`config.mk`:
```
export PLATFORM = sky130hd
export DESIGN_NAME = hidx_front
export DESIGN_NICKNAME = d
export VERILOG_FILES = /design/src/hdl/hidx_pkg.sv /design/src/hdl/hidx_front.sv
export SDC_FILE = /design/constraint.sdc
export NUM_CORES = 1
export LEC_CHECK = 0
export ABC_AREA = 1
export BUFFER_PORTS_ARGS = -buffer_cell sky130_fd_sc_hd__buf_2
export CAP_MARGIN = 20
export CORE_UTILIZATION = 45
export DETAILED_ROUTE_END_ITERATION = 8
export GPL_ROUTABILITY_DRIVEN = 0
export PLACE_DENSITY = 0.68
export SLEW_MARGIN = 20
export SYNTH_ARGS = -nofsm -noshare
export SYNTH_HDL_FRONTEND = slang
export SYNTH_SLANG_ARGS = --single-unit
```
`constraint.sdc`:
```
create_clock -name clk -period 5.4 [get_ports clk]
set_input_delay 0 -clock clk [delete_from_list [all_inputs] [get_ports clk]]
set_output_delay 0 -clock clk [all_outputs]
set_load 0.02 [all_outputs]
```
`src/hdl/hidx_pkg.sv`:
```
// Shared constants and flow types for the Hilbert index pipeline.
package hidx_pkg;

  // Grid and fixed point format
  localparam int GRID_BITS = 16;
  localparam int FRAC_BITS = 16;
  localparam int COORD_W   = 32;
  localparam int RANGE_W   = 32;
  localparam int NUM_W     = COORD_W + GRID_BITS;
  localparam int IDX_W     = 2 * GRID_BITS;
  localparam int OUT_W     = 32;
  localparam int REG_IDX_W = 2;

  // Two front stages, one divide cell and one curve cell per grid bit
  localparam int LATENCY = 2 + 2 * GRID_BITS;

  localparam logic [GRID_BITS-1:0] GRID_TOP = '1;
  localparam logic [RANGE_W-1:0] UNIT_RANGE = RANGE_W'(64'd1 << FRAC_BITS);

  typedef enum logic [REG_IDX_W-1:0] {
    REG_MIN_X = 2'd0,
    REG_MAX_X = 2'd1,
    REG_MIN_Y = 2'd2,
    REG_MAX_Y = 2'd3
  } reg_idx_t;

  // Partial remainder, numerator bits still to shift in, quotient so far
  typedef struct packed {
    logic [RANGE_W-1:0]   rem;
    logic [GRID_BITS-1:0] num_lo;
    logic [GRID_BITS-1:0] quo;
    logic                 sat;
  } div_flow_t;

  // Grid coordinates (current level at the MSB) and distance so far
  typedef struct packed {
    logic [GRID_BITS-1:0] x;
    logic [GRID_BITS-1:0] y;
    logic [IDX_W-1:0]     acc;
  } curve_flow_t;

endpackage

```
`src/hdl/hidx_front.sv`:
```
// Offset, clamp detection and scaled numerator for one axis.
module hidx_front (
  input  logic                                clk,
  input  logic                                rst,
  input  logic                                in_valid,
  input  logic signed [hidx_pkg::COORD_W-1:0] coord,
  input  logic signed [hidx_pkg::COORD_W-1:0] lo,
  input  logic        [hidx_pkg::RANGE_W-1:0] range,
  output logic                                out_valid,
  output hidx_pkg::div_flow_t                 out_flow
);

  logic                                valid_a;
  logic signed [hidx_pkg::COORD_W:0]   off;
  logic signed [hidx_pkg::COORD_W:0]   off_next;
  logic        [hidx_pkg::NUM_W-1:0]   num;
  logic                                below;
  logic                                above;
  hidx_pkg::div_flow_t                 flow_next;

  // Exact 33-bit offset from the lower bound
  assign off_next = {coord[hidx_pkg::COORD_W-1], coord} - {lo[hidx_pkg::COORD_W-1], lo};

  // off * (2^G - 1) as shift and subtract
  always_comb begin
    below = (off <= 0);
    above = (off >= $signed({1'b0, range}));
    num   = ({hidx_pkg::NUM_W{1'b0}} | hidx_pkg::NUM_W'(off[hidx_pkg::COORD_W-1:0]))
            << hidx_pkg::GRID_BITS;
    num   = num - hidx_pkg::NUM_W'(off[hidx_pkg::COORD_W-1:0]);
    if (below || above) begin
      num = '0;
    end
    flow_next.rem    = num[hidx_pkg::NUM_W-1:hidx_pkg::GRID_BITS];
    flow_next.num_lo = num[hidx_pkg::GRID_BITS-1:0];
    flow_next.quo    = '0;
    flow_next.sat    = above && !below;
  end

  always_ff @(posedge clk) begin
    if (rst) begin
      valid_a   <= 1'b0;
      out_valid <= 1'b0;
    end else begin
      valid_a   <= in_valid;
      out_valid <= valid_a;
    end
  end

  always_ff @(posedge clk) begin
    off      <= off_next;
    out_flow <= flow_next;
  end

endmodule

```
==> flow_summary.yaml <==
worst_setup_path:
  crit_family: "simple AND/OR/NAND/NOR gates"
  cp_slowest_stage_delay_ns: 0.74
  cp_data_required_time_ns: 5.64
  critPathBufInv: 0
  path_depth: 8
  crit_end: "out_flow[45]"
  cpMaxStageDelayCell: "nand3_2"
  crit_fanout: 48
  crit_path_end_kind: "flip-flop"
  rr_endpoint: "out_flow[45]"
  crit_arrival_ns: 2.84
  worstSetupStartpointType: "flip-flop"
  reg2reg_depth: 8
  crit_path_cell_trace: "ha_1, a21oi_1, o21ai_0, a21oi_1, nand2_1, nand2_1, nand3_2, a21oi_1"
  critPathKind: "reg -> reg"
  rr_startpoint: "off[14]"
  crit_top_cell: "a21oi_1"
  rrSetupSlack_ns: 2.80
  crit_start: "off[14]"
route:
  vias: 8366
  drt_drc_violations_left: 0
  wl_per_cell_um: 13.64
  wl_um: 22680
  antenna_left: 0
  via_per_inst: 5.031
  firstDrtPassIters: 5
  drt_iter0_drc: 553
layout:
  area.growth.synth_to_final_pct: 16.89
  fin_area_um2: 8860
  drive_above_1_share_pct: 13.10
  fin_nets: 1619
  diodes: 0
  stdcell_count: 1663
power_and_ir_drop:
  max-vdd-ir-drop_v: 0.0001626
  p_clk_share_pct: 23.2
  power_density_nw_per_um2: 332.5
  p_switching_mw: 1.309
  leakage_nw: 5.014
  p_seq_share_pct: 28.8
  combPwrFrac_pct: 48.0
  p_int_mw: 1.637
  swShare_pct: 44.43
die:
  start_util_pct: 45.87
  die_x_um: 131.8
  rows: 47
  io_pins: 165
  die-height_um: 131.8
  die_area_um2: 17370
  coreArea_um2: 16520
run:
  max_cap_violations: 0
timing:
  drv_slew: 0
  fin_crit_sh_pct: 48.19
  post-route-min-period_ns: 2.602
  relSlewSlack_pct: 35.50
  setup_viol: 0
  rsz0062_at_grt: "no"
  setup_tns_ns: 0
  fin_skew_ns: 0.006745
  fmax_ghz: 0.3843
  hold_violations: 0
  tightest_slew_ns: 0.9664
grt:
  grt_max_degree: 49
  grt_pass1_vias: 7857
  grt_pass1_wl_um: 36400
  antenna_found_initial: 0
  track_usage_pct: 26.36
  gr-total-overflow: 0
yosys:
  ys_ff_latch: 84
  yosys.area_share.adder_pct: 13.63
  synth-edff-count: 0
  yosys.area_share.simple_pct: 36.70
  synth_cell_types: 32
  synth_top_family_by_area: "simple AND/OR/NAND/NOR gates"
  synth_compound_area_share_pct: 10.61
  synth_mux_area_share_pct: 0
  synth_area_um2: 7580
  synth_xor_area_share_pct: 3.466
  avgSynthCellArea_um2: 5.917
  yosys_warnings: 0
  syn_inst: 1281
  ys.flop_type: "dfxtp_1"
  yosysSeqAreaShare_pct: 22.19
  async_reset_ff_share_pct: 0
run_status:
  run_status: "completed"
clocking:
  cts_tree: "done"
  postCtsSetupRepairBufs: 0
  h-tree-depth: 3
  insertion_delay_ns: 0.35
  clockRootBuffer: "clkbuf_16"
  cts.sinks: 84
  cts_buffer_depth: 2
  numCtsBuffers: 9
  cts.clk_slew.worst_paths_ns: 0.06
placement:
  portBuffers: 148
  numPlacedInstances: 1643
  dp.final_hpwl_um: 19260
  placed_area_um2: 8488
hold_path:
  hold_class: "in -> reg"
==> per-stage QoR <==
| stage | power (mW) | hold slack, ns | setup WS, ns | utilization (%) |
|---|---|---|---|---|
| after CTS | 2.936 | 0.03519 | 2.780 | 53.62 |
| final | 2.946 | 0.03058 | 2.798 | 53.62 |
| after global placement | 2.233 | 0.1737 | 2.906 | 51.37 |
| after global routing | 3.158 | 0.06165 | 2.530 | 53.62 |
| after floorplan | 1.848 | 0.07118 | 3.689 | - |
| after detailed placement | 2.247 | 0.1793 | 2.817 | 51.37 |
==> layer usage <==
metal / track usage (%) / vias up / wire, µm
met5: 0 / - / 0
met2: 48.00 / 330 / 10940
met4: 13.63 / 0 / 1145
met1: 30.38 / 3667 / 9188
met3: 2.807 / 74 / 1403
li1: - / 4295 / -
==> flip-flops by register name, summed over array words and instances, names as in the netlist <==
| register | count |
|---|---|
| out_flow | 49 |
| valid_a | 1 |
| off | 33 |
| out_valid | 1 |
==> worst min path at each step <==
stage          startpoint   endpoint  cells after the start
6_report         coord[0]     off[0]                      4
5_1_grt          coord[0]     off[0]                      4
4_1_cts          coord[0]     off[0]                      4
2_1_floorplan         rst    valid_a                      1
3_3_place_gp          rst    valid_a                      2
3_5_place_dp          rst  out_valid                      2
==> logic make-up (layout without fill, tap and decap cells) <==
group	after synthesis	count (layout)
fa+ha+maj	82	82
other cells	1	16
compound gates	154	154
buf+inv	247	394
flops	84	84
simple gates	683	683
xor+xnor	30	30
==> cell usage after synthesis, types with 4 or more instances <==
cell	instances	area share (%)
a21o_1	5	0.50
a21oi_1	103	6.8
buf_4	16	1.6
dfxtp_1	84	22
ha_1	81	13
inv_1	222	11
inv_2	4	0.20
nand2_1	394	20
nand2_2	4	0.33
nand3_1	80	5.3
nand4_1	17	1.4
nor2_1	167	8.3
nor2_2	12	0.99
o21ai_0	34	2.2
o21ai_1	4	0.26
xnor2_1	6	0.69
xor2_1	24	2.8
==> repair_timing <==
action,in CTS,in global routing
hold endpoints to repair,4,0
gates resized for setup,0,0
hold buffers,4,0
==> power groups by stage <==
| stage | registers, mW | clock network (mW) | logic [mW] |
|---|---|---|---|
| after floorplan | 0.910 | 0 | 0.939 |
| after global placement | 0.857 | 0 | 1.38 |
| after detailed placement | 0.860 | 0 | 1.39 |
| after CTS | 0.846 | 0.691 | 1.40 |
| after global routing | 0.858 | 0.715 | 1.59 |
| final | 0.848 | 0.684 | 1.41 |
==> final cells by class <==
type	instances	area, µm²
Tap cell	220	275.3
Inverter	226	848.3
Clock inverter	6	92.59
Fill cell	1769	7665
Sequential cell	84	1682
Multi-Input combinational cell	965	4942
Clock buffer	10	239.0
Timing Repair Buffer	152	780.7
==> worst reg2reg max path, cell delays in order (launching register included) <==
cell     delay [ns]
dfxtp_1        0.50
ha_1           0.31
a21oi_1        0.14
o21ai_0        0.08
a21oi_1        0.12
nand2_1        0.09
nand2_1        0.09
nand3_2        0.74
a21oi_1        0.42
==> placed cells by master, fill, tap and decap left out, types with 5 or more instances in the layout <==
master     instances
a21o_1             5
a21oi_1          103
buf_2            148
clkbuf_16          9
conb_1            16
dfxtp_1           84
ha_1              81
inv_1            222
nand2_1          394
nand3_1           80
nand4_1           17
nor2_1           167
nor2_2            12
o21ai_0           34
xnor2_1            6
xor2_1            24
Power figures use the tool's default switching activity.
