$ cat src/hdl/hidx_pkg.sv
// Shared constants and flow types for the Hilbert index pipeline.
package hidx_pkg;

  // Grid and fixed point format
  localparam int GRID_BITS = 16;
  localparam int FRAC_BITS = 16;
  localparam int COORD_W   = 32;
  localparam int RANGE_W   = 32;
  localparam int NUM_W     = COORD_W + GRID_BITS;
  localparam int IDX_W     = 2 * GRID_BITS;
  localparam int OUT_W     = 32;
  localparam int REG_IDX_W = 2;

  // Two front stages, one divide cell and one curve cell per grid bit
  localparam int LATENCY = 2 + 2 * GRID_BITS;

  localparam logic [GRID_BITS-1:0] GRID_TOP = '1;
  localparam logic [RANGE_W-1:0] UNIT_RANGE = RANGE_W'(64'd1 << FRAC_BITS);

  typedef enum logic [REG_IDX_W-1:0] {
    REG_MIN_X = 2'd0,
    REG_MAX_X = 2'd1,
    REG_MIN_Y = 2'd2,
    REG_MAX_Y = 2'd3
  } reg_idx_t;

  // Partial remainder, numerator bits still to shift in, quotient so far
  typedef struct packed {
    logic [RANGE_W-1:0]   rem;
    logic [GRID_BITS-1:0] num_lo;
    logic [GRID_BITS-1:0] quo;
    logic                 sat;
  } div_flow_t;

  // Grid coordinates (current level at the MSB) and distance so far
  typedef struct packed {
    logic [GRID_BITS-1:0] x;
    logic [GRID_BITS-1:0] y;
    logic [IDX_W-1:0]     acc;
  } curve_flow_t;

endpackage

$ cat src/hdl/hidx_curve_cell.sv
// One level of the Hilbert recursion: quadrant digit, then rotate and reflect.
module hidx_curve_cell (
  input  logic                  clk,
  input  logic                  rst,
  input  logic                  in_valid,
  input  hidx_pkg::curve_flow_t in_flow,
  output logic                  out_valid,
  output hidx_pkg::curve_flow_t out_flow
);

  logic                           rx;
  logic                           ry;
  logic [hidx_pkg::GRID_BITS-1:0] xs;
  logic [hidx_pkg::GRID_BITS-1:0] ys;
  hidx_pkg::curve_flow_t          flow_next;

  always_comb begin
    rx = in_flow.x[hidx_pkg::GRID_BITS-1];
    ry = in_flow.y[hidx_pkg::GRID_BITS-1];
    xs = in_flow.x;
    ys = in_flow.y;
    // Lower quadrants rotate; lower right also reflects
    if (!ry) begin
      if (rx) begin
        xs = ~in_flow.x;
        ys = ~in_flow.y;
      end
      {xs, ys} = {ys, xs};
    end
    // Digit (3*rx)^ry appended; next level moves to the MSB
    flow_next.acc = {in_flow.acc[hidx_pkg::IDX_W-3:0], rx, rx ^ ry};
    flow_next.x   = {xs[hidx_pkg::GRID_BITS-2:0], 1'b0};
    flow_next.y   = {ys[hidx_pkg::GRID_BITS-2:0], 1'b0};
  end

  always_ff @(posedge clk) begin
    if (rst) begin
      out_valid <= 1'b0;
    end else begin
      out_valid <= in_valid;
    end
  end

  always_ff @(posedge clk) begin
    out_flow <= flow_next;
  end

endmodule

$ cat config.mk
export PLATFORM = sky130hd
export DESIGN_NAME = hidx_curve_cell
export DESIGN_NICKNAME = d
export VERILOG_FILES = /design/src/hdl/hidx_pkg.sv /design/src/hdl/hidx_curve_cell.sv
export SDC_FILE = /design/constraint.sdc
export NUM_CORES = 1
export LEC_CHECK = 0
export ABC_AREA = 1
export BUFFER_PORTS_ARGS = -buffer_cell sky130_fd_sc_hd__buf_2
export CAP_MARGIN = 10
export CELL_PAD_IN_SITES_DETAIL_PLACEMENT = 1
export CELL_PAD_IN_SITES_GLOBAL_PLACEMENT = 2
export CORE_MARGIN = 2
export CORE_UTILIZATION = 21
export DETAILED_ROUTE_END_ITERATION = 10
export HOLD_SLACK_MARGIN = 0.12
export PLACE_DENSITY = 0.78
export SKIP_LAST_GASP = 1
export SYNTH_ARGS = -nofsm -noshare
export SYNTH_HDL_FRONTEND = slang
export SYNTH_SLANG_ARGS = --single-unit
$ cat constraint.sdc
create_clock -name clk -period 0.8 [get_ports clk]
set_input_delay 0.04 -clock clk [delete_from_list [all_inputs] [get_ports clk]]
set_output_delay 0.04 -clock clk [all_outputs]
set_load 0.02 [all_outputs]
==> impl_results.md, run 1 <==
- Top Layer Used: met4
- Standard cell with the maximum stage delay on the critical path: sky130_fd_sc_hd__dfxtp_2
- Number of violations reported at the end of detailed-routing iteration 0: 56
- Seq. cell area: 0.001340 mm^2
- Total DRC errors in the routed layout: 0
- Proportion of netlist area held by the largest area contributor: 60.50%
- Footprint of the multi-input gates: 620.6 um^2
- Final worst setup slack: -0.06319 ns
- Maximum Capacitance Violations: 0
- Cell Rows: 36
- Global router's overall resource usage: 16.20%
- Synth warnings: 0
- Area added between synthesis and finish: 105.5%
- Placement-stage worst setup slack: 0.03869 ns
- Synth top area cells: sky130_fd_sc_hd__dfxtp_1 (61%), sky130_fd_sc_hd__nand2_1 (22%), sky130_fd_sc_hd__nand3_1 (7.2%)
- Library cell occupying the most area in the post-synthesis netlist: sky130_fd_sc_hd__dfxtp_1
- Vias in the first global route: between 2,000 and 3,000
- Antenna violations before repair: 0
- Routed wire length: about 8.3 mm
- Area enclosed by the die boundary: roughly 0.011 mm^2
- Hold slack final: 0.1585 ns
- Setup violators final: 63
- Sequential fraction of the synthesis area: 60.50%
- Met3 WL post-DR: 533 um
- Final Slew Violations: 0
- Portion of the clock cycle consumed by the worst path in the final layout: 107.9%
- Number of synthesized flops with an enable pin: 0
- Setup TNS: -1.672 ns
- Final estimated routing congestion in global placement: 0.6865
- Synthesized netlist cell count: 264
- IR drop worst, VDD: 703.0 uV
- Share of flip-flops with an asynchronous set or reset: 0%
- Post-CTS Setup Bufs: 0
- LEAKAGE: about 0.0022 uW
- Share of layout cells above drive strength 1: a little under half
- Total length of routed met2 wires: 4.109 mm
- Clock tree from TritonCTS: yes
- Cell Chain, Critical Path: buf_6
- Starting Density: between 20% and 30%
- Post-detailed-placement half-perimeter wirelength: 4.626 mm
- Hold Vio Cnt, Final: 0
- Clk slew on worst S/H paths: 0.08 ns
- Die outline height: 103.6 um
- Top cell types by occurrence after synthesis: sky130_fd_sc_hd__nand2_1 (120), sky130_fd_sc_hd__dfxtp_1 (63), sky130_fd_sc_hd__inv_1 (31)
- Largest net degree at the start of global routing: 21
- Final instance area: 0.004283 mm^2
- H-Tree Level Count: 3
- Top Family by Delay on Critical Path: flip-flops
- Maximum clock rate: 1.158 GHz
- RSZ-0062 raised after global routing: yes
- Run status: complete, but fails checks
- Buffers and inverters on the worst path: 1
- Critical Path Start Type: flip-flop
- Width of the die: just over 100 um
- Clk Tree Root Cell: sky130_fd_sc_hd__clkbuf_8
- Number of top-level pins: 132
- Number of optimization iterations in the first detailed-route pass: 4
- Number of sinks on the clock net: 63
- Grt ovf: 0
- Mean instance size in the synthesized netlist: 7.896 um^2
- Signal arrival time at the worst endpoint: 0.82 ns
- Largest fanout of any net on the critical path: 1
- Detailed-route via count: 2,349
- Top-count cell post-synth: sky130_fd_sc_hd__nand2_1
- Combined area of all synthesized cells: about 0.0021 mm^2
- Core ar.: 0.009684 mm^2
- Final-stage net count: 528
- Predominant post-synthesis flop cell: sky130_fd_sc_hd__dfxtp_1
- DP Area: 0.002925 mm^2
- Ant diodes: 0
- Register bit count reported by yosys: 63
- Number of buffers between clock root and the deepest sink: 2
- Routed len/inst: 13.85 um
- Wire length the detailed router placed on met1: 3.495 mm
- Inserted Clock Buffers: 9
- Number of distinct library cell variants in the gate-level netlist after synthesis: 10
- Type of the worst setup path: reg -> out
- Type of the worst min-delay path: in -> reg
- Final min period: 0.8632 ns
- CP Capture Type: primary output
- Data required time of the critical path: 0.76 ns
- Port buffer count: 127
- Failing checks: negative setup slack
- Number of filler cells placed in the layout: 1,152
- Power per cell area: about 2000 mW/mm^2
- PnR Total Power: 8673 uW
- Slowest Stage Delay on Critical Path: approximately 0.36 ns
- Number of nets with antenna violations after detailed routing: 0
- Global-route wire length before repair: 13.58 mm
- Via density: 3.922
power breakdown:
part	switching (uW)	leakage, uW	internal, uW
Clock	1380	0.000120	2080
Combinational	787	0.00154	896
Sequential	118	0.000533	3410
layout by cell type, fill, tap and decap left out, drive strengths merged:
| cell | count |
|---|---|
| nand3 | 30 |
| buf | 136 |
| xor2 | 1 |
| clkinvlp | 1 |
| nand2 | 120 |
| clkbuf | 9 |
| bufinv | 3 |
| nor2 | 1 |
| inv | 34 |
| clkinv | 2 |
| conb | 2 |
| dlygate4sd3 | 64 |
| dfxtp | 63 |
area by class of cell:
| class | instances | area share (%) |
|---|---|---|
| Timing Repair Buffer | 200 | 41.75 |
| Clock inverter | 7 | 2.805 |
| Tap cell | 133 | 3.885 |
| Multi-Input combinational cell | 154 | 14.49 |
| Inverter | 33 | 2.892 |
| Sequential cell | 63 | 31.29 |
| Clock buffer | 9 | 2.892 |
state kept, by name, indices dropped and copies added, names as in the netlist:
register,flops
out_valid,1
out_flow,62
routing by layer:
metal / vias up / global-route usage [%]
li1: 1173 / -
met1: 1067 / 18.15
met2: 96 / 28.48
met3: 13 / 5.160
met4: 0 / 6.467
met5: - / 0
metrics by stage:
step / util (%) / cells
after global routing: 44.22 / 599
after floorplan: - / 265
after detailed placement: 30.21 / 519
after CTS: 44.22 / 599
after global placement: 30.21 / 519
final: 44.22 / 599
final timing paths:
path | startpoint | end | depth (start not counted)
setup / recovery | out_flow[3] | out_flow[3] | 1
hold / removal | in_flow[47] | out_flow[41] | 4
kinds of logic after synthesis:
logic type	after synthesis	share of synthesized area [%]
XOR/XNOR	1	0.4202
other	1	0.1799
flip-flops	63	60.50
buffers and inverters	48	9.904
AND/OR/NAND/NOR	151	28.99
timing repair:
item                                    4_1_cts  5_1_grt
hold buffers                                 64        0
pin swaps                                     0        1
endpoints found under the hold margin        63        0
resized for setup                           189        0
endpoints found under the setup margin       63       64
Note: power is estimated with default switching activity, not from simulation.
==> inputs of run 2 (changes only) <==
Settings changed: ABC_AREA 1 to default, CORE_UTILIZATION 21 to 24, PLACE_DENSITY 0.78 to 0.82.
Clock period 0.8 ns to 1.05 ns, I/O delays scaled along.
==> run 2 against run 1 <==
- critical endpoint is now out_flow[54]
- power decreased by 30%
- count of clock-buffer cells in the layout up 1
- sequential power down 26%
- cell count is 22% lower
- wire length down 22%
- clock power decreased by 31%
- the flow now finishes without violations
- cell area is 19% lower
- synthesized area shrank 7.1%
- highest routed layer unchanged
- synthesized cell count is 36% lower
- critical path depth up 4
- first-iteration DRC count shrank 66%
==> impl_results.md, run 2 <==
- Number of gates resized after cts: 0 (was 189)
- Number of flip-flops under the largest register name: 62 (unchanged)
- Run status: finished clean (was complete, but fails checks)
- Routed wire length: 6.508 mm (was 8.295 mm)
- Routed len/inst: 13.91 um (was 13.85 um)
- Largest fanout of any net on the critical path: 22 (was 1)
- Maximum clock rate: 1.052 GHz
- Vias in the first global route: 1,968 (was 2,568)
- Via density: 3.983 (was 3.922)
- Data required time of the critical path: 1.27 ns (was 0.76 ns)
- Width of the die: 93.81 um (was 103.6 um)
- Mean instance size in the synthesized netlist: 11.45 um^2 (was 7.896 um^2)
- Net switching share of the total power: 25.98% (was 26.35%)
- Sequential fraction of the synthesis area: 65.16% (was 60.50%)
- Number of top-level pins: 132 (unchanged)
- DP Area: 0.002628 mm^2 (was 0.002925 mm^2)
- Area added between synthesis and finish: 80.22% (was 105.5%)
- Post-detailed-placement half-perimeter wirelength: 3.839 mm (was 4.626 mm)
- Global-route wire length before repair: 9.784 mm (was 13.58 mm)
- Synthesized netlist cell count: 169 (was 264)
- Cell Rows: 32 (was 36)
- Worst Hold Launch: in_flow[47] (unchanged)
- Register containing the most flip-flops in the final layout: out_flow (unchanged)
- Clock tree from TritonCTS: yes (unchanged)
- Type of the worst min-delay path: in -> reg (unchanged)
- Total DRC errors in the routed layout: 0 (unchanged)
- Synth top area cells: sky130_fd_sc_hd__dfxtp_1 (65%), sky130_fd_sc_hd__xnor2_1 (14%), sky130_fd_sc_hd__o21ai_1 (7.0%) (was sky130_fd_sc_hd__dfxtp_1 (61%), sky130_fd_sc_hd__nand2_1 (22%), sky130_fd_sc_hd__nand3_1 (7.2%))
- Final-stage net count: 428 (was 528)
- Setup TNS: 0 ns (was -1.672 ns)
- LEAKAGE: 0.001618 uW (was 0.002189 uW)
- Setup violators final: 0 (was 63)
- IR drop worst, VDD: 629.6 uV (was 703.0 uV)
- H-Tree Level Count: 3 (unchanged)
- Share of layout cells above drive strength 1: 40.44% (was 46.57%)
- Final instance area: 0.003488 mm^2 (was 0.004283 mm^2)
- Instance count along the most critical hold path: 4 (unchanged)
- Number of distinct library cell variants in the gate-level netlist after synthesis: 14 (was 10)
- Count of hold-fix buffers inserted at cts: 63 (was 64)
- Grt ovf: 0 (unchanged)
- Worst hold endpoint: out_flow[59] (was out_flow[41])
- Switching power total: 1573 uW (was 2286 uW)
- Number of buffers between clock root and the deepest sink: 2 (unchanged)
- Final estimated routing congestion in global placement: 0.6523 (was 0.6865)
- Hold Vio Cnt, Final: 0 (unchanged)
- Share of flip-flops with an asynchronous set or reset: 0% (unchanged)
- Starting Density: 24.92% (was 21.52%)
- Detailed-route via count: 1,864 (was 2,349)
- Clock power share: 39.3% (was 39.9%)
- Antenna violations before repair: 0 (unchanged)
- Port buffer count: 127 (unchanged)
- Number of optimization iterations in the first detailed-route pass: 3 (was 4)
- Core ar.: 0.007767 mm^2 (was 0.009684 mm^2)
- Number of sinks on the clock net: 63 (unchanged)
- RSZ-0062 raised after global routing: no (was yes)
- Register bit count reported by yosys: 63 (unchanged)
- CP Capture Type: flip-flop (was primary output)
- Signal arrival time at the worst endpoint: 1.17 ns (was 0.82 ns)
- Number of synthesized flops with an enable pin: 0 (unchanged)
- Synth warnings: 0 (unchanged)
- Predominant post-synthesis flop cell: sky130_fd_sc_hd__dfxtp_1 (unchanged)
- Clk slew on worst S/H paths: 0.08 ns (about the same)
- Inserted Clock Buffers: 9 (unchanged)
- Power per cell area: 1735 mW/mm^2 (was 2025 mW/mm^2)
- Type of the worst setup path: in -> reg (was reg -> out)
- Number of nets with antenna violations after detailed routing: 0 (unchanged)
- Top cell types by occurrence after synthesis: sky130_fd_sc_hd__dfxtp_1 (63), sky130_fd_sc_hd__nand2_1 (30), sky130_fd_sc_hd__xnor2_1 (30) (was sky130_fd_sc_hd__nand2_1 (120), sky130_fd_sc_hd__dfxtp_1 (63), sky130_fd_sc_hd__inv_1 (31))
- Fraction of power consumed by combinational cells: 17.4% (was 19.4%)
- Share of total power in sequential cells: 43.3% (was 40.7%)
- Most used cells in the layout excluding fill and tap cells: sky130_fd_sc_hd__buf_2 (127), sky130_fd_sc_hd__dlygate4sd3_1 (63), sky130_fd_sc_hd__dfxtp_1 (63) (was sky130_fd_sc_hd__nand2_1 (120), sky130_fd_sc_hd__dlygate4sd3_1 (64), sky130_fd_sc_hd__buf_2 (64))
- Portion of the clock cycle consumed by the worst path in the final layout: 90.50%
- Global router's overall resource usage: 15.02% (was 16.20%)
- Ant diodes: 0 (unchanged)
- Maximum Capacitance Violations: 0 (unchanged)
- Proportion of netlist area held by the largest area contributor: 65.16% (was 60.50%)
- Largest regs: out_flow (62), out_valid (1) (unchanged)
- Top-count cell post-synth: sky130_fd_sc_hd__dfxtp_1 (was sky130_fd_sc_hd__nand2_1)
- Final min period: ~0.95 ns
- Post-CTS Setup Bufs: 0 (unchanged)
- Number of violations reported at the end of detailed-routing iteration 0: 19 (was 56)
- Leading cell type in the layout, fill and taps excluded: sky130_fd_sc_hd__buf_2 (was sky130_fd_sc_hd__nand2_1)
- P_int: 4481 uW (was 6388 uW)
- Die outline height: 93.81 um (was 103.6 um)
- Library cell occupying the most area in the post-synthesis netlist: sky130_fd_sc_hd__dfxtp_1 (unchanged)
- Largest net degree at the start of global routing: 62 (was 21)
- Critical Path Start Type: primary input (was flip-flop)
- Area enclosed by the die boundary: 0.008799 mm^2 (was 0.01074 mm^2)
- Clk Tree Root Cell: sky130_fd_sc_hd__clkbuf_8 (unchanged)
- Combined area of all synthesized cells: 0.001936 mm^2 (was 0.002084 mm^2)
- Final Slew Violations: 0 (unchanged)
[run 2: cell types whose count changed in the layout (fill, tap and decap cells not counted), moves of 2 or more]
cell	previous run	this run
sky130_fd_sc_hd__buf_12	4	2
sky130_fd_sc_hd__buf_2	64	127
sky130_fd_sc_hd__buf_4	5	1
sky130_fd_sc_hd__buf_6	63	0
sky130_fd_sc_hd__dfxtp_1	0	63
sky130_fd_sc_hd__dfxtp_2	63	0
sky130_fd_sc_hd__inv_1	31	0
sky130_fd_sc_hd__inv_2	2	0
sky130_fd_sc_hd__nand2_1	120	30
sky130_fd_sc_hd__nand3_1	30	0
sky130_fd_sc_hd__o21ai_1	0	27
sky130_fd_sc_hd__o21ai_2	0	2
sky130_fd_sc_hd__xnor2_1	0	30
[run 2: worst max-delay path: stages]
cell                            delay, ns
sky130_fd_sc_hd__dlygate4sd3_1       0.52
sky130_fd_sc_hd__buf_2               0.14
sky130_fd_sc_hd__buf_12              0.17
sky130_fd_sc_hd__xnor2_1             0.19
sky130_fd_sc_hd__o21ai_1             0.07
[run 2: metrics by stage]
step           std cells  setup WS (ns)  util [%]  hold slack (ns)  power [uW]
5_1_grt              468        0.03588     44.91           0.1982        6368
4_1_cts              468         0.1147     44.91           0.1771        6156
2_1_floorplan        170         0.4001         -          0.08022        3187
6_report             468        0.09976     44.91           0.2013        6054
3_3_place_gp         389         0.3250     33.83           0.1548        3513
3_5_place_dp         389         0.2899     33.83           0.1564        3538
[run 2: cell families (layout without fill, tap and decap cells)]
kind of cell / Yosys count / count (layout) / share of synthesized area [%]
compound gates: 30 / 30 / 8.145
xor+xnor: 31 / 31 / 14.03
buf+inv: 13 / 209 / 6.334
flops: 63 / 63 / 65.16
other cells: 1 / 2 / 0.1937
simple gates: 31 / 31 / 6.141
[run 2: layout make-up]
| cell class | count | area (um^2) |
|---|---|---|
| Fill cell | 891 | 4279 |
| Timing Repair Buffer | 193 | 1314 |
| Sequential cell | 63 | 1261 |
| Multi-Input combinational cell | 94 | 555.5 |
| Clock buffer | 10 | 137.6 |
| Tap cell | 102 | 127.6 |
| Clock inverter | 6 | 92.59 |
[run 2: worst max path at each step]
stage | end | from | depth (start not counted)
2_1_floorplan | out_flow[37] | in_flow[63] | 4
3_3_place_gp | out_flow[47] | in_flow[63] | 4
3_5_place_dp | out_flow[42] | in_flow[63] | 4
4_1_cts | out_flow[47] | in_flow[63] | 5
5_1_grt | out_flow[54] | in_flow[63] | 5
6_report | out_flow[54] | in_flow[63] | 5
[run 2: power by group through the flow]
| stage | clock network [uW] | registers [uW] | logic [uW] |
|---|---|---|---|
| after floorplan | 0 | 2910 | 274 |
| after global placement | 0 | 2670 | 844 |
| after detailed placement | 0 | 2680 | 863 |
| after CTS | 2490 | 2620 | 1050 |
| after global routing | 2590 | 2640 | 1140 |
| final | 2380 | 2620 | 1050 |
[run 2: per-layer routing]
metal	global-route usage, %	up-vias	share of wire (%)
met5	0	-	0
met1	14.57	845	37
met4	7.971	0	1.3
li1	-	913	-
met3	4.735	6	9.7
met2	28.04	100	52
