$ cat config.mk
export PLATFORM = sky130hd
export DESIGN_NAME = hidx_div_cell
export DESIGN_NICKNAME = d
export VERILOG_FILES = /design/src/hdl/hidx_pkg.sv /design/src/hdl/hidx_div_cell.sv
export SDC_FILE = /design/constraint.sdc
export NUM_CORES = 1
export LEC_CHECK = 0
export BUFFER_PORTS_ARGS = -buffer_cell sky130_fd_sc_hd__buf_2
export CORE_ASPECT_RATIO = 1.5
export CORE_MARGIN = 10
export CORE_UTILIZATION = 50
export CTS_BUF_LIST = sky130_fd_sc_hd__clkbuf_4 sky130_fd_sc_hd__clkbuf_8 sky130_fd_sc_hd__clkbuf_16
export DETAILED_ROUTE_END_ITERATION = 7
export PLACE_DENSITY = 0.82
export SLEW_MARGIN = 5
export SYNTH_ARGS = -nofsm -noshare
export SYNTH_HDL_FRONTEND = slang
export SYNTH_SLANG_ARGS = --single-unit
$ cat constraint.sdc
create_clock -name clk -period 9.2 [get_ports clk]
set_clock_uncertainty 0.1 [all_clocks]
set_input_delay 1.84 -clock clk [delete_from_list [all_inputs] [get_ports clk]]
set_output_delay 1.84 -clock clk [all_outputs]
set_load 0.01 [all_outputs]
$ cat src/hdl/hidx_pkg.sv
// Shared constants and flow types for the Hilbert index pipeline.
package hidx_pkg;

  // Grid and fixed point format
  localparam int GRID_BITS = 16;
  localparam int FRAC_BITS = 16;
  localparam int COORD_W   = 32;
  localparam int RANGE_W   = 32;
  localparam int NUM_W     = COORD_W + GRID_BITS;
  localparam int IDX_W     = 2 * GRID_BITS;
  localparam int OUT_W     = 32;
  localparam int REG_IDX_W = 2;

  // Two front stages, one divide cell and one curve cell per grid bit
  localparam int LATENCY = 2 + 2 * GRID_BITS;

  localparam logic [GRID_BITS-1:0] GRID_TOP = '1;
  localparam logic [RANGE_W-1:0] UNIT_RANGE = RANGE_W'(64'd1 << FRAC_BITS);

  typedef enum logic [REG_IDX_W-1:0] {
    REG_MIN_X = 2'd0,
    REG_MAX_X = 2'd1,
    REG_MIN_Y = 2'd2,
    REG_MAX_Y = 2'd3
  } reg_idx_t;

  // Partial remainder, numerator bits still to shift in, quotient so far
  typedef struct packed {
    logic [RANGE_W-1:0]   rem;
    logic [GRID_BITS-1:0] num_lo;
    logic [GRID_BITS-1:0] quo;
    logic                 sat;
  } div_flow_t;

  // Grid coordinates (current level at the MSB) and distance so far
  typedef struct packed {
    logic [GRID_BITS-1:0] x;
    logic [GRID_BITS-1:0] y;
    logic [IDX_W-1:0]     acc;
  } curve_flow_t;

endpackage

$ cat src/hdl/hidx_div_cell.sv
// One restoring division step: brings in one numerator bit, yields one quotient bit.
module hidx_div_cell (
  input  logic                                clk,
  input  logic                                rst,
  input  logic        [hidx_pkg::RANGE_W-1:0] range,
  input  logic                                in_valid,
  input  hidx_pkg::div_flow_t                 in_flow,
  output logic                                out_valid,
  output hidx_pkg::div_flow_t                 out_flow
);

  logic [hidx_pkg::RANGE_W:0] trial;
  logic [hidx_pkg::RANGE_W:0] diff;
  logic                       ge;
  hidx_pkg::div_flow_t        flow_next;

  // Compare and subtract against the divisor
  always_comb begin
    trial = {in_flow.rem, in_flow.num_lo[hidx_pkg::GRID_BITS-1]};
    diff  = trial - {1'b0, range};
    ge    = (trial >= {1'b0, range});
    flow_next.rem    = ge ? diff[hidx_pkg::RANGE_W-1:0] : trial[hidx_pkg::RANGE_W-1:0];
    flow_next.num_lo = {in_flow.num_lo[hidx_pkg::GRID_BITS-2:0], 1'b0};
    flow_next.quo    = {in_flow.quo[hidx_pkg::GRID_BITS-2:0], ge};
    flow_next.sat    = in_flow.sat;
  end

  always_ff @(posedge clk) begin
    if (rst) begin
      out_valid <= 1'b0;
    end else begin
      out_valid <= in_valid;
    end
  end

  always_ff @(posedge clk) begin
    out_flow <= flow_next;
  end

endmodule

==> results of run 1 <==
-- power by group --
part | total [mW] | leakage (nW) | internal (mW) | switching, mW
combinational | 0.247 | 1.68 | 0.110 | 0.138
sequential | 0.329 | 0.548 | 0.320 | 0.00865
clock | 0.277 | 0.113 | 0.161 | 0.116
total | 0.853 | 2.34 | 0.590 | 0.263
-- cell families after synthesis --
logic type                 after synthesis
AOI/OAI and AO/OA                      119
xor gates and xnor gates                27
adders and majority gates               33
buffers and inverters                   57
DFF                                     65
muxes                                   11
other                                    1
and+or+nand+nor                        100
-- worst max path at each step --
| stage | to | cells past startpoint |
|---|---|---|
| 2_1_floorplan | out_flow[46]$_DFF_P_ | 12 |
| 3_3_place_gp | out_flow[41]$_DFF_P_ | 12 |
| 3_5_place_dp | out_flow[41]$_DFF_P_ | 12 |
| 4_1_cts | out_flow[41]$_DFF_P_ | 12 |
| 5_1_grt | out_flow[41]$_DFF_P_ | 12 |
| 6_report | out_flow[41]$_DFF_P_ | 12 |
-- cell usage in the layout (no fill, tap or decap), drive strengths merged, types with 2 or more instances in the layout --
cell type,synthesis,final
xor2,12,12
xnor2,15,15
o22ai,2,2
o21a,6,6
nor2,35,35
o21ai,18,18
ha,32,32
bufinv,0,2
a21oi,56,56
or4,2,2
and4,2,2
dfxtp,65,65
nand4,8,8
nand2,26,26
o31ai,2,2
buf,12,164
inv,38,39
clkinv,0,2
a211oi,4,4
a2bb2oi,2,2
a31oi,5,5
nor4,4,4
nor3,2,2
mux2,10,10
clkbuf,7,10
o211ai,4,4
nand2b,3,3
nor2b,4,4
o21bai,3,3
a21o,12,12
and2,2,2
nand3,8,8
-- metrics by stage --
step                      setup WS (ns)  utilization  hold slack [ns]
after floorplan                    4.62            -             1.77
after global placement             3.86        0.635             1.84
after detailed placement           3.81        0.635             1.84
after CTS                          4.18        0.668             1.47
after global routing               4.00        0.668             1.47
final                              4.21        0.668             1.49
-- per-layer routing --
metal / vias to the layer above / global-route usage / routed length [um]
met4: 0 / 0.0609 / 93
met1: 1559 / 0.178 / 3940
met5: - / 0 / 0
met2: 134 / 0.367 / 5630
met3: 7 / 0.0676 / 934
li1: 1746 / - / -
-- area by class of cell --
class	count	area (sq um)	area share
Timing Repair Buffer	164	823	0.180
Clock buffer	10	138	0.0301
Tap cell	78	97.6	0.0213
Sequential cell	65	1300	0.284
Clock inverter	6	90.1	0.0197
Inverter	38	143	0.0311
Multi-Input combinational cell	291	1990	0.434
-- state kept, by name (all words and copies together), names as in the netlist --
| register | flops |
|---|---|
| out_flow | 64 |
| out_valid | 1 |
-- worst max-delay path, cell delays in order --
cell and delay, ns:
buf_2 0.08, inv_1 0.04, ha_1 0.40, nand4_1 0.19
or4_1 0.53, a21oi_1 0.14, nor3_1 0.09, a211oi_2 0.23
o21ai_2 0.17, o31ai_4 0.49, buf_4 0.50, mux2_2 0.41
-- cells in the mapped netlist (2+ instances only) --
cell and number:
a21oi_1 56, mux2_1 4, o22ai_1 2, a31oi_1 5, nor3_1 2, nor4_1 4, o21a_1 6, or4_1 2
xor2_1 12, buf_2 8, o21ai_0 16, inv_1 38, nand3_1 8, nor2b_1 4, and4_1 2, o21bai_1 3
nand2b_1 3, a2bb2oi_1 2, a21o_1 12, mux2_2 6, a211oi_1 3, nor2_1 35, dfxtp_1 65, clkbuf_1 6
xnor2_1 15, nand4_1 8, o211ai_1 4, nand2_1 26, ha_1 32, buf_4 4, and2_1 2
==> results.py, run 1 <==
metrics = {
    "synthesis": {
        "synth_compound_area_frac": 0.207,
        "syn_area_per_cell_sq_um": 8.54,
        "synthTopCellsByArea": "dfxtp_1, ha_1, a21oi_1",
        "synth-simple-area-share": 0.134,
        "syn_area_sq_um": 3530,
        "synth_xor_xnor_area_share": 0.0670,
        "yosys.area_share.adder": 0.119,
        "synth.area.mux_share": 0.0348,
        "synth_edf_count": 0,
        "synth_cells": 413,
        "ys_types": 49,
        "yosysSeqAreaShare": 0.369,
        "async_flop_share": 0,
        "ys_warn_count": 0,
        "synth-seq-cells": 65,
        "synth_top_area_cell": "dfxtp_1",
        "syn-num-nets": 546,
        "synth_top_family_by_area": "compound AO/OA/AOI/OAI gates",
        "synth_top_area_frac": 0.369,
        "ys.flop_type": "dfxtp_1",
    },
    "outcome": {
        "status": "completed",
    },
    "die": {
        "core_area_sq_um": 6850,
        "die_w_um": 88.6,
        "die_area_sq_um": 10900,
        "start_util": 0.515,
        "num_rows": 37,
        "die_h_um": 123,
        "ios": 166,
    },
    "critical_path": {
        "cp-startpoint": "range[7]",
        "critPathLaunchType": "input port",
        "cp_max_fo": 45,
        "cp.arrival_ns": 5.11,
        "cp-end-kind": "flop",
        "criticalPathCategory": "in2reg",
        "critPathRequiredTime_ns": 9.32,
    },
    "pwr": {
        "p_leak_nw": 2.34,
        "power.density_nw_per_um2": 186,
        "max-vdd-ir-drop_mv": 0.101,
        "p_total_mw": 0.853,
    },
    "cts": {
        "cts_buffers": 9,
        "htreeDepth": 3,
        "cts_setup_buffers": 0,
        "cts_resized": 0,
        "tritoncts": "built",
        "cts.sinks": 65,
        "clockBufferDepth": 2,
        "clk_pin_slew_ns": 0.08,
        "root_buffer": "clkbuf_8",
        "hold_buffers": 0,
    },
    "sta": {
        "setup_viol": 0,
        "max_freq_mhz": 200,
        "final.period_utilization": 0.542,
        "final_hold_viol_count": 0,
        "slew-limit-headroom": 0.628,
        "rsz0062_at_grt": "no",
        "fin_tns_setup_ns": 0,
        "period_needed_ns": 4.99,
        "slew_violations": 0,
        "tightest_slew_ns": 0.553,
    },
    "finish": {
        "area_growth_pct": 29.8,
        "layout.nets": 702,
        "diodes": 0,
        "stdcell_count": 652,
        "final_layout_size_suffix_gt1_frac": 0.331,
        "final_area_sq_um": 4580,
        "fillers": 590,
    },
    "drt": {
        "wl_per_cell_um": 16.3,
        "via_count": 3446,
        "first_pass_iters": 4,
        "wl_um": 10600,
        "ant_nets": 0,
        "drtIter0Drc": 111,
        "post-route-drc-count": 0,
        "routed_via_density": 5.29,
    },
    "run": {
        "maxCapViolCount": 0,
    },
    "worst_hold_path": {
        "min_path_type": "in2reg",
        "min_to": "out_flow[16]$_DFF_P_",
        "min_from": "in_flow[15]",
        "hold_depth": 1,
    },
    "placed_design": {
        "gp_congestion": 0.852,
        "place_area_sq_um": 4350,
        "hpwl_um": 8730,
        "port-buffer-count": 163,
        "dp_cells": 636,
    },
    "grt": {
        "grt_pass1_vias": 3605,
        "grt_max_degree": 46,
        "grt_pass1_wl_um": 16400,
        "antenna_found_initial": 0,
        "grt_overflow_total": 0,
        "track_usage": 0.190,
    },
}
(Power assumes the default switching activity.)
==> inputs of run 2 (changes only) <==
--- a/config.mk
+++ b/config.mk
@@ -8,10 +8,10 @@
 export BUFFER_PORTS_ARGS = -buffer_cell sky130_fd_sc_hd__buf_2
 export CORE_ASPECT_RATIO = 1.5
 export CORE_MARGIN = 10
-export CORE_UTILIZATION = 50
+export CORE_UTILIZATION = 47
 export CTS_BUF_LIST = sky130_fd_sc_hd__clkbuf_4 sky130_fd_sc_hd__clkbuf_8 sky130_fd_sc_hd__clkbuf_16
 export DETAILED_ROUTE_END_ITERATION = 7
-export PLACE_DENSITY = 0.82
+export PLACE_DENSITY = 0.78
 export SLEW_MARGIN = 5
 export SYNTH_ARGS = -nofsm -noshare
 export SYNTH_HDL_FRONTEND = slang
==> constraint.sdc (replaced) <==
create_clock -name clk -period 4.6 [get_ports clk]
set_clock_uncertainty 0.1 [all_clocks]
set_input_delay 0.92 -clock clk [delete_from_list [all_inputs] [get_ports clk]]
set_output_delay 0.92 -clock clk [all_outputs]
set_load 0.01 [all_outputs]
==> results.py, run 2 (synthesis gave the netlist of run 1 again) <==
metrics = {
    "outcome": {
        "status": "completed",
    },
    "placed_design": {
        "dp_cells": 660,
        "port-buffer-count": 163,
        "gp_congestion": 0.880,
        "place_area_sq_um": 4390,
        "hpwl_um": 8620,
    },
    "drt": {
        "routed_via_density": 5.10,
        "via_count": 3450,
        "wl_um": 10500,
        "ant_nets": 0,
        "first_pass_iters": 4,
        "drtIter0Drc": 127,
        "wl_per_cell_um": 15.6,
        "post-route-drc-count": 0,
    },
    "pwr": {
        "p_leak_nw": 2.36,
        "power.density_nw_per_um2": 379,
        "max-vdd-ir-drop_mv": 0.212,
    },
    "grt": {
        "grt_pass1_wl_um": 17100,
        "track_usage": 0.181,
        "antenna_found_initial": 0,
        "grt_overflow_total": 0,
        "grt_pass1_vias": 3589,
        "grt_max_degree": 36,
    },
    "critical_path": {
        "criticalPathCategory": "in2reg",
        "critPathLaunchType": "input port",
        "critPathRequiredTime_ns": 4.74,
        "cp-end-kind": "flop",
        "cp.arrival_ns": 3.85,
        "cp_max_fo": 3,
    },
    "cts": {
        "hold_buffers": 0,
        "htreeDepth": 3,
        "cts_resized": 0,
        "cts_setup_buffers": 0,
        "root_buffer": "clkbuf_8",
        "cts_buffers": 9,
        "cts.sinks": 65,
        "tritoncts": "built",
        "clk_pin_slew_ns": 0.09,
        "clockBufferDepth": 2,
    },
    "sta": {
        "slew_violations": 0,
        "max_freq_mhz": 270,
        "fin_tns_setup_ns": 0,
        "fin_hold_ws_ns": 0.569,
        "setup_viol": 0,
        "final.period_utilization": 0.806,
        "period_needed_ns": 3.71,
        "slew-limit-headroom": 0.648,
        "final_hold_viol_count": 0,
        "rsz0062_at_grt": "no",
        "tightest_slew_ns": 0.526,
    },
    "die": {
        "die_h_um": 126,
        "ios": 166,
        "core_area_sq_um": 7270,
        "num_rows": 38,
        "start_util": 0.485,
        "die_w_um": 90.7,
        "die_area_sq_um": 11400,
    },
    "finish": {
        "top_regs": "out_flow (64), out_valid (1)",
        "fin_util": 0.639,
        "stdcell_count": 676,
        "final_common_cell": "buf_2",
        "area_growth_pct": 31.7,
        "top_register": "out_flow",
        "final_layout_size_suffix_gt1_frac": 0.333,
        "layout.nets": 704,
        "diodes": 0,
        "largest_reg_flops": 64,
        "fillers": 653,
        "final_cell_mix": "buf_2, dfxtp_1, a21oi_1",
        "final_area_sq_um": 4650,
    },
    "run": {
        "maxCapViolCount": 0,
    },
    "worst_hold_path": {
        "min_path_type": "in2reg",
    },
}
-- run 2: cell types whose count changed in the layout (fill, tap and decap cells not counted) --
cell       change
buf_4          +2
bufinv_16      +1
clkinv_2       -1
clkinv_4       +1
inv_6          -1
-- run 2: critical path: stages --
cell	delay, ns
buf_2	0.11
ha_1	0.22
fa_1	0.40
nand2b_1	0.18
a21oi_1	0.19
o21ai_0	0.18
o311a_1	0.37
a31oi_1	0.29
a21oi_1	0.22
o41ai_1	0.36
xor2_1	0.11
mux2_1	0.30
-- run 2: layout make-up --
| type | instances | area, sq um | share of cell area |
|---|---|---|---|
| clock inverter | 6 | 115 | 0.0248 |
| inverter | 38 | 143 | 0.0307 |
| sequential | 65 | 1300 | 0.280 |
| clock buffer | 10 | 138 | 0.0296 |
| multi-input combinational | 291 | 1990 | 0.428 |
| tap | 100 | 125 | 0.0269 |
| timing repair buffer | 166 | 838 | 0.180 |
-- run 2: metrics by stage --
| stage | power, mW | setup slack, ns |
|---|---|---|
| 4_1_cts | 1.78 | 0.929 |
| 3_5_place_dp | 1.17 | 0.551 |
| 2_1_floorplan | 0.985 | 0.943 |
| 6_report | 1.76 | 0.893 |
| 5_1_grt | 1.87 | 0.698 |
| 3_3_place_gp | 1.16 | 0.539 |
-- run 2: power by group --
part	total [mW]	internal (mW)	switching (mW)	leakage (nW)
Combinational	0.495	0.220	0.275	1.69
Sequential	0.657	0.640	0.0171	0.548
Clock	0.611	0.376	0.234	0.123
-- run 2: metal layers --
layer,track usage,vias to the layer above,part of all wire
li1,-,1748,-
met1,0.188,1557,0.38
met2,0.330,136,0.51
met3,0.0642,9,0.094
met4,0.0583,0,0.010
met5,0,-,0
-- run 2: final timing paths --
path	slack, ns	endpoint	start	cells after the start
max	0.89	out_flow[63]$_DFF_P_	range[0]	12
min	0.57	out_flow[10]$_DFF_P_	in_flow[9]	1
==> inputs of run 3 (changes only) <==
==> constraint.sdc (replaced) <==
create_clock -name clk -period 3.5 [get_ports clk]
set_clock_uncertainty 0.1 [all_clocks]
set_input_delay 0.7 -clock clk [delete_from_list [all_inputs] [get_ports clk]]
set_output_delay 0.7 -clock clk [all_outputs]
set_load 0.01 [all_outputs]
==> results.py, run 3 (synthesis gave the netlist of run 1 again) <==
metrics = {
    "placed_design": {
        "place_area_sq_um": 4680,
        "hpwl_um": 9220,
        "dp_cells": 697,
        "gp_congestion": 0.910,
        "port-buffer-count": 163,
        "post-place-ws_ns": -0.194,
    },
    "finish": {
        "top_register": "out_flow",
        "diodes": 0,
        "final_area_sq_um": 4910,
        "area_growth_pct": 39.1,
        "largest_reg_flops": 64,
        "final_layout_size_suffix_gt1_frac": 0.374,
        "fillers": 618,
        "regArea_sq_um": 1300,
        "final_common_cell": "buf_2",
        "multiInputGateArea_sq_um": 1990,
        "final_cell_mix": "buf_2, dfxtp_1, a21oi_1",
        "top_regs": "out_flow (64), out_valid (1)",
        "stdcell_count": 712,
        "layout.nets": 741,
    },
    "critical_path": {
        "cp-end-kind": "flop",
        "criticalPathCategory": "in2reg",
        "cp.arrival_ns": 3.38,
        "critPathRequiredTime_ns": 3.64,
        "cp_max_fo": 3,
        "cp-startpoint": "in_flow[32]",
        "critPathLaunchType": "input port",
    },
    "grt": {
        "grtUsageMet2": 0.358,
        "met1_usage": 0.187,
        "grt_pass1_vias": 3837,
        "grt_max_degree": 30,
        "grt_overflow_total": 0,
        "antenna_found_initial": 0,
        "busiest_layer": "met2",
        "track_usage": 0.188,
        "met3_usage": 0.0654,
        "grt_pass1_wl_um": 17700,
    },
    "worst_hold_path": {
        "min_to": "out_flow[29]$_DFF_P_",
        "min_path_type": "in2reg",
        "hold_depth": 1,
        "min_from": "in_flow[28]",
    },
    "pwr": {
        "p_int_mw": 1.61,
        "sw_frac_of_total": 0.296,
        "pwr-share-comb": 0.311,
        "p_total_mw": 2.28,
        "p_leak_nw": 2.54,
        "power.density_nw_per_um2": 465,
        "seq_power_share": 0.378,
        "power_frac_clock": 0.312,
        "power.switching_mw": 0.676,
        "max-vdd-ir-drop_mv": 0.251,
    },
    "cts": {
        "cts.sinks": 65,
        "clockBufferDepth": 2,
        "cts_setup_buffers": 0,
        "tritoncts": "built",
        "root_buffer": "clkbuf_8",
        "cts_buffers": 9,
        "htreeDepth": 3,
        "clk_pin_slew_ns": 0.07,
    },
    "die": {
        "die_h_um": 126,
        "die_area_sq_um": 11400,
        "ios": 166,
        "die_w_um": 90.7,
        "core_area_sq_um": 7270,
        "start_util": 0.485,
        "num_rows": 38,
    },
    "sta": {
        "max_freq_mhz": 309,
        "slew-limit-headroom": 0.651,
        "slew_violations": 0,
        "tightest_slew_ns": 0.521,
        "setup_viol": 0,
        "fin_hold_ws_ns": 0.348,
        "rsz0062_at_grt": "no",
        "postLayoutSetupSlackWorst_ns": 0.261,
        "final_hold_viol_count": 0,
        "final.period_utilization": 0.925,
        "period_needed_ns": 3.24,
    },
    "drt": {
        "post-route-drc-count": 0,
        "first_pass_iters": 4,
        "ant_nets": 0,
        "wl_um": 10900,
        "via_count": 3589,
        "wl_per_cell_um": 15.3,
        "drtIter0Drc": 208,
        "routed_via_density": 5.04,
    },
    "outcome": {
        "status": "completed",
    },
    "run": {
        "maxCapViolCount": 0,
    },
}
-- run 3: power by group through the flow --
stage / Sequential [mW] / Clock (mW) / Combinational (mW)
2_1_floorplan: 0.938 / 0 / 0.356
5_1_grt: 0.871 / 0.762 / 0.792
3_3_place_gp: 0.877 / 0 / 0.709
3_5_place_dp: 0.879 / 0 / 0.714
6_report: 0.863 / 0.712 / 0.710
4_1_cts: 0.864 / 0.737 / 0.718
-- run 3: how the worst max path moves through the flow --
stage                           end  slack, ns  cells after the start
3_5_place_dp   out_flow[63]$_DFF_P_      -0.19                     13
3_3_place_gp   out_flow[63]$_DFF_P_      -0.14                     12
6_report       out_flow[63]$_DFF_P_       0.26                     13
2_1_floorplan  out_flow[46]$_DFF_P_       0.06                     12
4_1_cts        out_flow[63]$_DFF_P_       0.19                     13
5_1_grt        out_flow[63]$_DFF_P_       0.02                     13
-- run 3: metal layers --
| layer | wire, um | vias up | part of all wire |
|---|---|---|---|
| met5 | 0 | - | 0 |
| li1 | - | 1820 | - |
| met3 | 978 | 9 | 0.090 |
| met1 | 4040 | 1611 | 0.37 |
| met4 | 134 | 0 | 0.012 |
| met2 | 5760 | 149 | 0.53 |
-- run 3: critical path, stage by stage --
cell      delay, ns
buf_2          0.10
inv_1          0.04
ha_1           0.20
fa_1           0.38
nand2b_1       0.18
a21oi_1        0.16
o21ai_0        0.17
o311a_1        0.35
a31oi_1        0.24
a21oi_1        0.20
o41ai_2        0.26
xor2_1         0.10
mux2_1         0.29
-- run 3: what timing repair did --
action                                  4_1_cts  5_1_grt
hold endpoints to repair                      0        0
hold buffers                                  0        0
endpoints found under the setup margin        0        1
gates resized for setup                       0        1
-- run 3: through the flow --
| stage | utilization | TNS [ns] |
|---|---|---|
| finish | 0.675 | 0 |
| global route | 0.675 | 0 |
| CTS | 0.674 | 0 |
| detailed placement | 0.644 | -0.581 |
| global placement | 0.644 | -0.147 |
| floorplan | - | 0 |
-- run 3: area by class of cell --
class                           count  area share
Multi-Input combinational cell    291       0.406
Sequential cell                    65       0.265
Timing Repair Buffer              203       0.230
Clock buffer                       12      0.0311
Inverter                           38      0.0291
Tap cell                          100      0.0255
Clock inverter                      3      0.0133
